===== src/rtl/arm_pkg.sv =====
`timescale 1ns / 1ps

package arm_pkg;

  // Window length in ticks, and the tick counter that spans it
  localparam int WINDOW_TICKS = 256;
  localparam int TICK_W       = (WINDOW_TICKS > 2) ? $clog2(WINDOW_TICKS) : 1;

  // Field and state widths
  localparam int SAMPLE_W = 12;
  localparam int CODE_W   = 8;
  localparam int SUM_W    = 20;
  localparam int CNT_W    = 9;
  localparam int OHMS_W   = 16;
  localparam int SCALE_W  = 32;
  localparam int RES_W    = 23;
  localparam int FRAC_W   = 16;

  // Shared unit: shift word, adder and step counter
  localparam int LO_W   = SUM_W + SCALE_W - FRAC_W;
  localparam int ADD_W  = SCALE_W + 1;
  localparam int STEP_W = $clog2(LO_W + 1);

  localparam logic [STEP_W-1:0] QUO_STEPS = STEP_W'(SAMPLE_W);
  localparam logic [STEP_W-1:0] MUL_STEPS = STEP_W'(SUM_W);
  localparam logic [STEP_W-1:0] RES_STEPS = STEP_W'(LO_W);

  // Saturation limits
  localparam logic [CODE_W-1:0] CODE_MAX  = '1;
  localparam logic [SUM_W-1:0]  SUM_MAX   = '1;
  localparam logic [CNT_W-1:0]  CNT_MAX   = '1;
  localparam logic [RES_W-1:0]  RES_MAX   = RES_W'(4194303);
  localparam logic [RES_W-1:0]  QUO_CLAMP = RES_W'(4259838);

  // APB register map
  localparam int ADDR_W = 4;
  localparam int DATA_W = 32;
  localparam logic [1:0] REG_HIGH_LIMIT = 2'd0;
  localparam logic [1:0] REG_LOW_LIMIT  = 2'd1;
  localparam logic [1:0] REG_OFFSET     = 2'd2;
  localparam logic [1:0] REG_SCALE      = 2'd3;

  localparam logic [SAMPLE_W-1:0] HIGH_LIMIT_RST = SAMPLE_W'(4095);
  localparam logic [SAMPLE_W-1:0] LOW_LIMIT_RST  = SAMPLE_W'(1599);
  localparam logic [OHMS_W-1:0]   OFFSET_RST     = OHMS_W'(200);
  localparam logic [SCALE_W-1:0]  SCALE_RST      = SCALE_W'(27313334);

  typedef enum logic [1:0] {
    ST_VALID = 2'd0,
    ST_OVER  = 2'd1,
    ST_UNDER = 2'd2
  } status_t;

  typedef enum logic {
    OP_MUL = 1'b0,
    OP_DIV = 1'b1
  } mdu_op_t;

  typedef struct packed {
    logic              start;
    mdu_op_t           op;
    logic [STEP_W-1:0] steps;
  } mdu_cmd_t;

  typedef struct packed {
    logic busy;
    logic done;
  } mdu_stat_t;

endpackage


===== src/rtl/arm_mdu.sv =====
`timescale 1ns / 1ps

// Shift-add multiplier and restoring divider on one adder, one bit a cycle.
module arm_mdu import arm_pkg::*; (
  input  logic               clk,
  input  logic               rst,
  input  mdu_cmd_t           cmd,
  input  logic [LO_W-1:0]    a,
  input  logic [SCALE_W-1:0] b,
  output mdu_stat_t          stat,
  output logic [LO_W-1:0]    result
);

  logic [SCALE_W-1:0] hi;
  logic [LO_W-1:0]    lo;
  logic [SCALE_W-1:0] opnd;
  mdu_op_t            op;
  logic [STEP_W-1:0]  cnt;
  logic               busy;
  logic               done;

  logic               sub;
  logic [CNT_W:0]     rsh;
  logic [ADD_W-1:0]   x;
  logic [ADD_W-1:0]   y;
  logic [ADD_W-1:0]   sum;
  logic               fits;

  // Divide: partial remainder with the next dividend bit; multiply: high half
  assign sub  = (op == OP_DIV);
  assign rsh  = {hi[CNT_W-1:0], lo[LO_W-1]};
  assign x    = sub ? ADD_W'(rsh) : {1'b0, hi};
  assign y    = sub ? ADD_W'(opnd[CNT_W-1:0]) : (lo[0] ? {1'b0, opnd} : '0);
  assign sum  = x + (sub ? ~y : y) + ADD_W'(sub);
  assign fits = ~sum[ADD_W-1];

  always_ff @(posedge clk) begin
    if (rst) begin
      busy <= 1'b0;
      done <= 1'b0;
      cnt  <= '0;
    end else begin
      done <= 1'b0;
      if (cmd.start) begin
        busy <= 1'b1;
        cnt  <= cmd.steps;
      end else if (busy) begin
        cnt <= cnt - STEP_W'(1);
        if (cnt == STEP_W'(1)) begin
          busy <= 1'b0;
          done <= 1'b1;
        end
      end
    end
  end

  always_ff @(posedge clk) begin
    if (cmd.start) begin
      op   <= cmd.op;
      opnd <= b;
      hi   <= '0;
      lo   <= a;
    end else if (busy) begin
      if (sub) begin
        // keep the difference when it does not go negative
        hi <= fits ? SCALE_W'(sum[CNT_W-1:0]) : SCALE_W'(rsh[CNT_W-1:0]);
        lo <= {lo[LO_W-2:0], fits};
      end else begin
        hi <= sum[ADD_W-1:1];
        lo <= {sum[0], lo[LO_W-1:1]};
      end
    end
  end

  // Product drops its low fraction bits; quotient sits in the shift word
  assign result = (op == OP_MUL) ? {hi, lo[LO_W-1 -: LO_W-SCALE_W]} : lo;

  assign stat.busy = busy;
  assign stat.done = done;

endmodule


===== src/rtl/autoranging_resistance_meter.sv =====
`timescale 1ns / 1ps

// Autoranging resistance meter.
// Input channel: one adc_sample word per timer tick on in_valid/in_ready.
// Output channel: exactly one word per tick on out_valid/out_ready carrying
// current_code (drive to apply next tick), window_done, status and resistance.
// Registers high_limit, low_limit, offset_ohms and scale_q16 sit on the APB
// port at byte offsets 0x0, 0x4, 0x8, 0xC; write them only while idle.
// One tick at a time: in_ready drops on accept and rises when the word has
// moved to the output register. An over- or under-range tick skips the
// multiply/divide unit; an in-range tick runs the 12-step sample/code
// division; the in-range tick that closes a window adds the 20-step product
// of sum and scale and the 36-step division by the count.
// All of it runs on one shared one-bit-per-cycle multiply/divide unit.
// A stalled receiver holds the finished word in the output register; the
// next word is accepted meanwhile and waits in the last state until the
// register frees up.
// Reset (rst, synchronous) restores register defaults, sets the drive code
// to 255 and clears the tick, sum and count of the window.
module autoranging_resistance_meter import arm_pkg::*; (
  input  logic                     clk,
  input  logic                     rst,
  input  logic                     psel,
  input  logic                     penable,
  input  logic                     pwrite,
  input  logic [ADDR_W-1:0]        paddr,
  input  logic [DATA_W-1:0]        pwdata,
  output logic [DATA_W-1:0]        prdata,
  output logic                     pready,
  input  logic                     in_valid,
  output logic                     in_ready,
  input  logic [SAMPLE_W-1:0]      adc_sample,
  output logic                     out_valid,
  input  logic                     out_ready,
  output logic [CODE_W-1:0]        current_code,
  output logic                     window_done,
  output logic [1:0]               status,
  output logic signed [RES_W-1:0]  resistance
);

  typedef enum logic [4:0] {
    S_IDLE = 5'b00001,
    S_QUO  = 5'b00010,
    S_MUL  = 5'b00100,
    S_RES  = 5'b01000,
    S_DONE = 5'b10000
  } state_t;

  state_t state;
  state_t state_next;

  // Configuration
  logic [SAMPLE_W-1:0] high_limit;
  logic [SAMPLE_W-1:0] low_limit;
  logic [OHMS_W-1:0]   offset_ohms;
  logic [SCALE_W-1:0]  scale_q16;

  // Window state
  logic [CODE_W-1:0]   drive_code;
  logic [TICK_W-1:0]   tick_count;
  logic [SUM_W-1:0]    quotient_sum;
  logic [CNT_W-1:0]    valid_count;

  // Per-tick working registers
  status_t             tick_status;
  logic                tick_last;
  logic [RES_W-1:0]    ohms;

  logic                in_fire;
  logic                cfg_write;
  logic                over;
  logic                under;
  status_t             cls;
  logic                emit;

  logic [CODE_W-1:0]   div_code;
  logic [SUM_W:0]      sum_wide;
  logic [SUM_W-1:0]    quotient_sum_next;
  logic [CNT_W-1:0]    valid_count_next;

  logic [RES_W-1:0]    quo_clamped;
  logic [RES_W:0]      diff;
  logic [RES_W-1:0]    ohms_next;

  mdu_cmd_t            mdu_cmd;
  mdu_stat_t           mdu_stat;
  logic [LO_W-1:0]     mdu_a;
  logic [SCALE_W-1:0]  mdu_b;
  logic [LO_W-1:0]     mdu_result;

  assign pready    = 1'b1;
  assign cfg_write = psel && penable && pwrite;
  assign in_ready  = (state == S_IDLE);
  assign in_fire   = in_valid && in_ready;

  // Over-range wins where the limits overlap
  assign over  = (adc_sample >= high_limit);
  assign under = (adc_sample <= low_limit);
  assign cls   = over ? ST_OVER : (under ? ST_UNDER : ST_VALID);

  // A zero code divides as one
  assign div_code = (drive_code == '0) ? CODE_W'(1) : drive_code;

  // Accumulate the sample quotient, saturating sum and count
  assign sum_wide          = {1'b0, quotient_sum} + (SUM_W+1)'(mdu_result[SAMPLE_W-1:0]);
  assign quotient_sum_next = sum_wide[SUM_W] ? SUM_MAX : sum_wide[SUM_W-1:0];
  assign valid_count_next  = (valid_count == CNT_MAX) ? valid_count
                                                      : valid_count + CNT_W'(1);

  // Clamp the averaged value, take off the offset, saturate on top
  assign quo_clamped = (mdu_result > LO_W'(QUO_CLAMP)) ? QUO_CLAMP
                                                       : mdu_result[RES_W-1:0];
  assign diff        = {1'b0, quo_clamped} - (RES_W+1)'(offset_ohms);
  assign ohms_next   = ($signed(diff) > $signed({1'b0, RES_MAX})) ? RES_MAX
                                                                 : diff[RES_W-1:0];

  assign emit = (state == S_DONE) && (!out_valid || out_ready);

  // Sequencer
  always_comb begin
    state_next    = state;
    mdu_cmd.start = 1'b0;
    mdu_cmd.op    = OP_DIV;
    mdu_cmd.steps = QUO_STEPS;
    mdu_a         = {adc_sample, {(LO_W-SAMPLE_W){1'b0}}};
    mdu_b         = SCALE_W'(div_code);
    unique case (state)
      S_IDLE: begin
        if (in_fire) begin
          if (cls == ST_VALID) begin
            mdu_cmd.start = 1'b1;
            state_next    = S_QUO;
          end else begin
            state_next = S_DONE;
          end
        end
      end
      S_QUO: begin
        if (mdu_stat.done) begin
          if (tick_last) begin
            mdu_cmd.start = 1'b1;
            mdu_cmd.op    = OP_MUL;
            mdu_cmd.steps = MUL_STEPS;
            mdu_a         = LO_W'(quotient_sum_next);
            mdu_b         = scale_q16;
            state_next    = S_MUL;
          end else begin
            state_next = S_DONE;
          end
        end
      end
      S_MUL: begin
        if (mdu_stat.done) begin
          mdu_cmd.start = 1'b1;
          mdu_cmd.steps = RES_STEPS;
          mdu_a         = mdu_result;
          mdu_b         = SCALE_W'(valid_count);
          state_next    = S_RES;
        end
      end
      S_RES: begin
        if (mdu_stat.done) begin
          state_next = S_DONE;
        end
      end
      S_DONE: begin
        if (emit) begin
          state_next = S_IDLE;
        end
      end
      default: begin
        state_next = S_IDLE;
      end
    endcase
  end

  arm_mdu u_mdu (
    .clk    (clk),
    .rst    (rst),
    .cmd    (mdu_cmd),
    .a      (mdu_a),
    .b      (mdu_b),
    .stat   (mdu_stat),
    .result (mdu_result)
  );

  // Control and window state
  always_ff @(posedge clk) begin
    if (rst) begin
      state        <= S_IDLE;
      out_valid    <= 1'b0;
      high_limit   <= HIGH_LIMIT_RST;
      low_limit    <= LOW_LIMIT_RST;
      offset_ohms  <= OFFSET_RST;
      scale_q16    <= SCALE_RST;
      drive_code   <= CODE_MAX;
      tick_count   <= '0;
      quotient_sum <= '0;
      valid_count  <= '0;
    end else begin
      state <= state_next;

      if (cfg_write) begin
        unique case (paddr[3:2])
          REG_HIGH_LIMIT: high_limit  <= pwdata[SAMPLE_W-1:0];
          REG_LOW_LIMIT:  low_limit   <= pwdata[SAMPLE_W-1:0];
          REG_OFFSET:     offset_ohms <= pwdata[OHMS_W-1:0];
          REG_SCALE:      scale_q16   <= pwdata[SCALE_W-1:0];
          default: begin
          end
        endcase
      end

      // Step the drive down on over-range, hold at one
      if (in_fire && over) begin
        drive_code <= (drive_code > CODE_W'(1)) ? drive_code - CODE_W'(1) : CODE_W'(1);
      end

      if ((state == S_QUO) && mdu_stat.done) begin
        quotient_sum <= quotient_sum_next;
        valid_count  <= valid_count_next;
      end

      if (emit) begin
        out_valid <= 1'b1;
        // Window end re-arms the drive and clears the window
        if (tick_last) begin
          drive_code   <= CODE_MAX;
          tick_count   <= '0;
          quotient_sum <= '0;
          valid_count  <= '0;
        end else begin
          tick_count <= tick_count + TICK_W'(1);
        end
      end else if (out_ready) begin
        out_valid <= 1'b0;
      end
    end
  end

  // Payload
  always_ff @(posedge clk) begin
    if (in_fire) begin
      tick_status <= cls;
      tick_last   <= (tick_count == TICK_W'(WINDOW_TICKS - 1));
      ohms        <= '0;
    end else if ((state == S_RES) && mdu_stat.done) begin
      ohms <= ohms_next;
    end
    if (emit) begin
      current_code <= tick_last ? CODE_MAX : drive_code;
      window_done  <= tick_last;
      status       <= tick_status;
      resistance   <= $signed(ohms);
    end
  end

  // Register readback
  always_comb begin
    unique case (paddr[3:2])
      REG_HIGH_LIMIT: prdata = DATA_W'(high_limit);
      REG_LOW_LIMIT:  prdata = DATA_W'(low_limit);
      REG_OFFSET:     prdata = DATA_W'(offset_ohms);
      REG_SCALE:      prdata = DATA_W'(scale_q16);
      default:        prdata = '0;
    endcase
  end

endmodule


===== config.mk =====
export PLATFORM = sky130hd
export DESIGN_NAME = autoranging_resistance_meter
export DESIGN_NICKNAME = d
export VERILOG_FILES = /design/src/rtl/arm_pkg.sv /design/src/rtl/arm_mdu.sv /design/src/rtl/autoranging_resistance_meter.sv
export SDC_FILE = /design/constraint.sdc
export NUM_CORES = 1
export LEC_CHECK = 0
export BUFFER_PORTS_ARGS = -buffer_cell sky130_fd_sc_hd__buf_2
export CORE_MARGIN = 3
export CORE_UTILIZATION = 33
export DETAILED_ROUTE_END_ITERATION = 6
export PLACE_DENSITY_LB_ADDON = 0.2
export SLEW_MARGIN = 15
export SYNTH_ARGS = -nofsm -noshare
export SYNTH_HDL_FRONTEND = slang
export SYNTH_SLANG_ARGS = --single-unit

===== constraint.sdc =====
create_clock -name clk -period 13.65 [get_ports clk]
set_clock_uncertainty 0.2 [all_clocks]
set_input_delay 2.73 -clock clk [delete_from_list [all_inputs] [get_ports clk]]
set_output_delay 2.73 -clock clk [all_outputs]
set_load 0.03 [all_outputs]

# Word level (Yosys, flattened, before mapping)
# Index checks and enable logic that the tools add are counted.
[word_totals] regBits=292 out_inout_bits=69
[classes] addsub=8 n_lt_le_gt_ge=5 eq_ne=16 n_mux=61 bitwise_logic=3 reduce_logical=21
[ops] operator="$mux W36" count=7
[ops] operator="$mux W32" count=5
[ops] operator="$pmux W32 S4" count=1
[ops] operator="$mux W20" count=4
[ops] operator="$pmux W36 S2" count=1
[ops] operator="$mux W33" count=2
[ops] operator="$mux W8" count=8
[ops] operator="$pmux W32 S2" count=1
[ops] operator="$mux W9" count=6
[ops] operator="$mux W23" count=2
[ops] operator="$gt A36 B23 Y1 const B" count=1
[ops] operator="$mux W5" count=7
[ops] operator="$add A33 B1 Y33" count=1
[ops] operator="$add A33 B33 Y33" count=1
[ops] operator="$not A33 Y33" count=1
[ops] operator="$pmux W5 S5" count=1
[ops] operator="$gt A24 B23 Y1 const B" count=1
[ops] operator="$sub A23 B16 Y24" count=1
[ops] operator="$add A20 B12 Y21" count=1
[ops] operator="$mux W6" count=3
[ops] operator="$ge A12 B12 Y1" count=1
[ops] operator="$le A12 B12 Y1" count=1
[ops] operator="$pmux W6 S2" count=1
[ops] operator="$reduce_and A2 Y1" count=5
[ops] operator="other kinds (29)" count=51

# Longest topological paths before layout
[logic_depth] word_depth=10 depth_mapped=23 mapped_depth_nobuf=17

# Modules after synthesis
# A second synthesis with hierarchy kept.
[unflattened] cells_unflattened=2116 hier_area_um2=17774.5
[modules_own_cells] mod="autoranging_resistance_meter" instances=1 cells_each=1306 area_each_um2=10681.5
[modules_own_cells] mod="arm_mdu" instances=1 cells_each=810 area_each_um2=7093.1

# Least setup slack after synthesis
# Ideal clock, no wire load.
[synth_path] path_kind="input to output" start="input paddr[2]" end="output prdata[10]" arrival_ns=4.271 setup_slack_ns=6.449 stages=3 path_cell_list="clkbuf_1 -> buf_1 -> mux4_2"
[synth_via] elab_chain_cells=2
[synth_lines] item="start, declared" line="autoranging_resistance_meter.sv:26" rtl="input logic [ADDR_W-1:0] paddr,"
[synth_lines] item="$eq A2 B2 Y1 (tied with other cells)" line="autoranging_resistance_meter.sv:260" rtl="unique case (paddr[3:2])"
[synth_lines] item="$pmux W32 S4 *" line="autoranging_resistance_meter.sv:260"
[synth_lines] item="end, declared" line="autoranging_resistance_meter.sv:28" rtl="output logic [DATA_W-1:0] prdata,"
# Every way passes the cells marked *; elsewhere a longest branch is shown, timed or not.

# Worst setup path in the final report
[layout_path] start="input paddr[2]" end="output prdata[9]"
# The elaborated chain is that of the path after synthesis.

==> impl_metrics.py <==
metrics = {
    "outcome": {
        "status": "finished clean",
    },
    "final_layout": {
        "syn_to_final_growth_pct": 14.5,
        "nFillCells": 5164,
        "num-nets-final": 2174,
        "multi_input_area_um2": 9490,
        "instances_no_fill": 2727,
        "seq_area_um2": 6910,
        "drive_gt1_frac": 0.140,
    },
    "routing": {
        "dr.max_layer_used": "met4",
        "via_count": 14900,
        "first_iter_violations": 1188,
        "drc": 0,
        "dr_wl_met3_um": 2900,
        "via_per_inst": 5.47,
        "dr_wl_met2_um": 25100,
        "routedLengthMet1_um": 25100,
        "wl_per_cell_um": 20.0,
        "antenna_left": 0,
        "totalWireLength_um": 54600,
        "dr.pass1.iters": 6,
    },
    "pwr": {
        "irDropWorstVdd_v": 0.0000969,
        "combPwrFrac": 0.134,
        "p_int_w": 0.00168,
        "p_clk_frac": 0.442,
        "p_sw_w": 0.000632,
        "power-per-cell-area_nw_per_um2": 118,
        "swShare": 0.273,
        "p_leak_nw": 7.91,
        "seq_power_share": 0.424,
    },
    "grt": {
        "antenna_found_initial": 1,
        "gr-total-overflow": 0,
        "grt_max_degree": 134,
        "grt_pass1_vias": 14600,
        "track_usage": 0.198,
        "grt_pass1_wl_um": 84700,
    },
    "synthesis": {
        "synth_seq_area_share": 0.403,
        "ys.flop_type": "dfxtp_1",
        "ys_ff_latch": 292,
        "syn_inst": 1952,
        "synth_top_cell_area_share": 0.217,
        "syn_area_um2": 17100,
        "synth_edf_count": 106,
        "yosysTopAreaCell": "dfxtp_1",
        "async_flop_share": 0,
        "synth.avg_cell_area_um2": 8.77,
        "synth.distinct_cells": 91,
        "syn_nets": 2100,
        "synth_area_leaders": "dfxtp_1 (22%), edfxtp_1 (19%), nand2_1 (6.9%)",
        "yosysWarnings": 0,
    },
    "sta": {
        "relSlewSlack": 0.276,
        "rsz0062_at_grt": "false",
        "hold_viol_final": 0,
        "worst_slack_ps": 6360,
        "setup_viol": 0,
        "whs_ps": 224,
        "period_share": 0.534,
        "layout_min_cycle_time_ps": 7290,
        "fmaxAchievable_mhz": 137,
        "drv_slew": 0,
        "setup_tns_ps": 0,
        "worstMarginPinSlew_ps": 1090,
    },
    "clock_network": {
        "cts_tree": "yes",
        "numCtsBuffers": 36,
        "cts_max_level": 2,
        "cts_hold_buf": 0,
        "cts_sinks": 292,
        "clk_latency_ps": 570,
        "cts_max_path_buffers": 3,
        "clk_pin_slew_ps": 60,
        "postCtsSetupRepairBufs": 0,
        "post_cts_resized": 0,
        "root_buffer": "clkbuf_16",
    },
    "floorplan": {
        "io_pins": 124,
        "die_area_um2": 54700,
        "core_area_um2": 50700,
        "die_y_um": 234,
        "fp.dieW_um": 234,
        "start_util": 0.338,
        "rows": 82,
    },
    "setup_path": {
        "worstPathMaxFanout": 38,
        "rrSetupSlack_ps": 7890,
        "crit_type": "input port to output port",
        "critPathMostFrequentCell": "buf_2",
        "slowest_stage": "buf_2",
        "cp_slowest_stage_delay_ps": 740,
        "path_cells": "buf_2, mux4_2, buf_2",
        "arrival_ps": 4360,
        "cp.required_ps": 10720,
        "cp-end-kind": "output port",
        "critPathLaunchType": "input port",
    },
    "place": {
        "pre_cts_ws_ps": 5580,
        "placed_cells": 2660,
        "portBuffers": 120,
        "dp_hpwl_um": 39800,
        "gp_congestion": 0.883,
    },
    "run": {
        "maxCapViolations": 0,
    },
    "hold_path": {
        "hold_class": "register to register",
    },
}
==> stage by stage <==
step                utilization  instance area, um2  total power (W)
detailed placement        0.362               18300          0.00131
global placement          0.362               18300          0.00130
global route              0.387               19600          0.00241
CTS                       0.387               19600          0.00234
finish                    0.387               19600          0.00232
floorplan                     -               17100          0.00121
==> power groups by stage <==
stage	registers (W)	logic, W	clock network [W]
floorplan	0.000988	0.000219	0
global placement	0.00100	0.000302	0
detailed placement	0.000999	0.000306	0
CTS	0.000981	0.000309	0.00105
global route	0.000985	0.000342	0.00108
finish	0.000982	0.000310	0.00102
==> kinds of logic (layout without fill, tap and decap cells) <==
| family | after synthesis | after routing | share of synthesized area |
|---|---|---|---|
| compound gates | 527 | 527 | 0.200 |
| xor+xnor | 57 | 57 | 0.0292 |
| other cells | 1 | 2 | 0.000219 |
| buf+inv | 195 | 297 | 0.0457 |
| simple gates | 712 | 712 | 0.199 |
| flops | 292 | 292 | 0.403 |
| mux | 75 | 75 | 0.0533 |
| fa+ha+maj | 93 | 93 | 0.0693 |
==> registers in the layout, summed over array words and instances, names as in the netlist <==
register,flops
u_mdu.busy,1
quotient_sum,20
low_limit,12
u_mdu.lo,36
u_mdu.cnt,6
tick_status,2
high_limit,12
u_mdu.op,1
tick_count,8
valid_count,9
u_mdu.done,1
window_done,1
status,2
u_mdu.opnd,32
tick_last,1
resistance,23
u_mdu.hi,32
out_valid,1
offset_ohms,16
ohms,23
scale_q16,32
drive_code,8
state,5
current_code,8
==> final timing paths <==
| check | start | end | cells after the start |
|---|---|---|---|
| worst max-delay path | paddr[2] | prdata[9] | 3 |
| worst min register to register | ohms[12] | resistance[12] | 0 |
| worst max register to register | u_mdu.op | ohms[11] | 20 |
| worst min-delay path | ohms[12] | resistance[12] | 0 |
==> cell usage after synthesis, drive strengths merged, types with 6 or more instances <==
master	n
mux2i	53
or2	14
edfxtp	106
mux4	12
nand2b	13
a22o	6
mux2	10
nand3b	8
nand2	316
inv	88
nand4	19
a21oi	182
o221ai	17
and3	51
a21boi	11
o22ai	8
nor3b	10
o21a	15
or3	11
xnor2	31
o211ai	32
nor2	117
a211oi	17
ha	90
a31oi	9
nand3	43
and2	7
xor2	26
nor2b	38
nor4	15
dfxtp	186
a221o	9
o21ai	115
o31ai	11
a22oi	12
buf	28
clkbuf	77
nor3	27
a21o	25
a311oi	12
==> layout make-up <==
class / count / share of cell area
clock inverter: 20 / 0.0130
tap: 672 / 0.0429
clock buffer: 46 / 0.0515
antenna: 1 / 0.000128
timing repair buffer: 141 / 0.0393
multi-input combinational: 1465 / 0.484
inverter: 90 / 0.0172
sequential: 292 / 0.352
==> placed cells by master (no fill, tap or decap), types with 14 or more instances in the layout <==
cell type and count:
o21a_1 15, a211oi_1 17, and3_1 50, nor2b_1 37
xor2_1 26, mux2i_1 53, dfxtp_1 186, a21o_1 25
ha_1 90, o221ai_1 16, buf_4 20, a21oi_1 162
o21ai_0 105, or2_2 14, clkbuf_16 37, inv_1 85
nand2_1 315, edfxtp_1 106, xnor2_1 31, o211ai_1 32
a21oi_2 20, nor4_1 15, nand3_1 42, buf_2 120
nor2_1 109, nor3_1 25, nand4_1 19
==> worst max-delay path: cells and delay by family <==
family / cells / cell delay, ps
buffers and inverters: 2 / 950
multiplexers: 1 / 660
==> layer usage <==
layer,vias up,global-route usage
li1,7226,-
met1,7216,0.274
met2,376,0.322
met3,88,0.0255
met4,0,0.0652
met5,-,0
No activity file was read; power rests on OpenSTA's default activity.
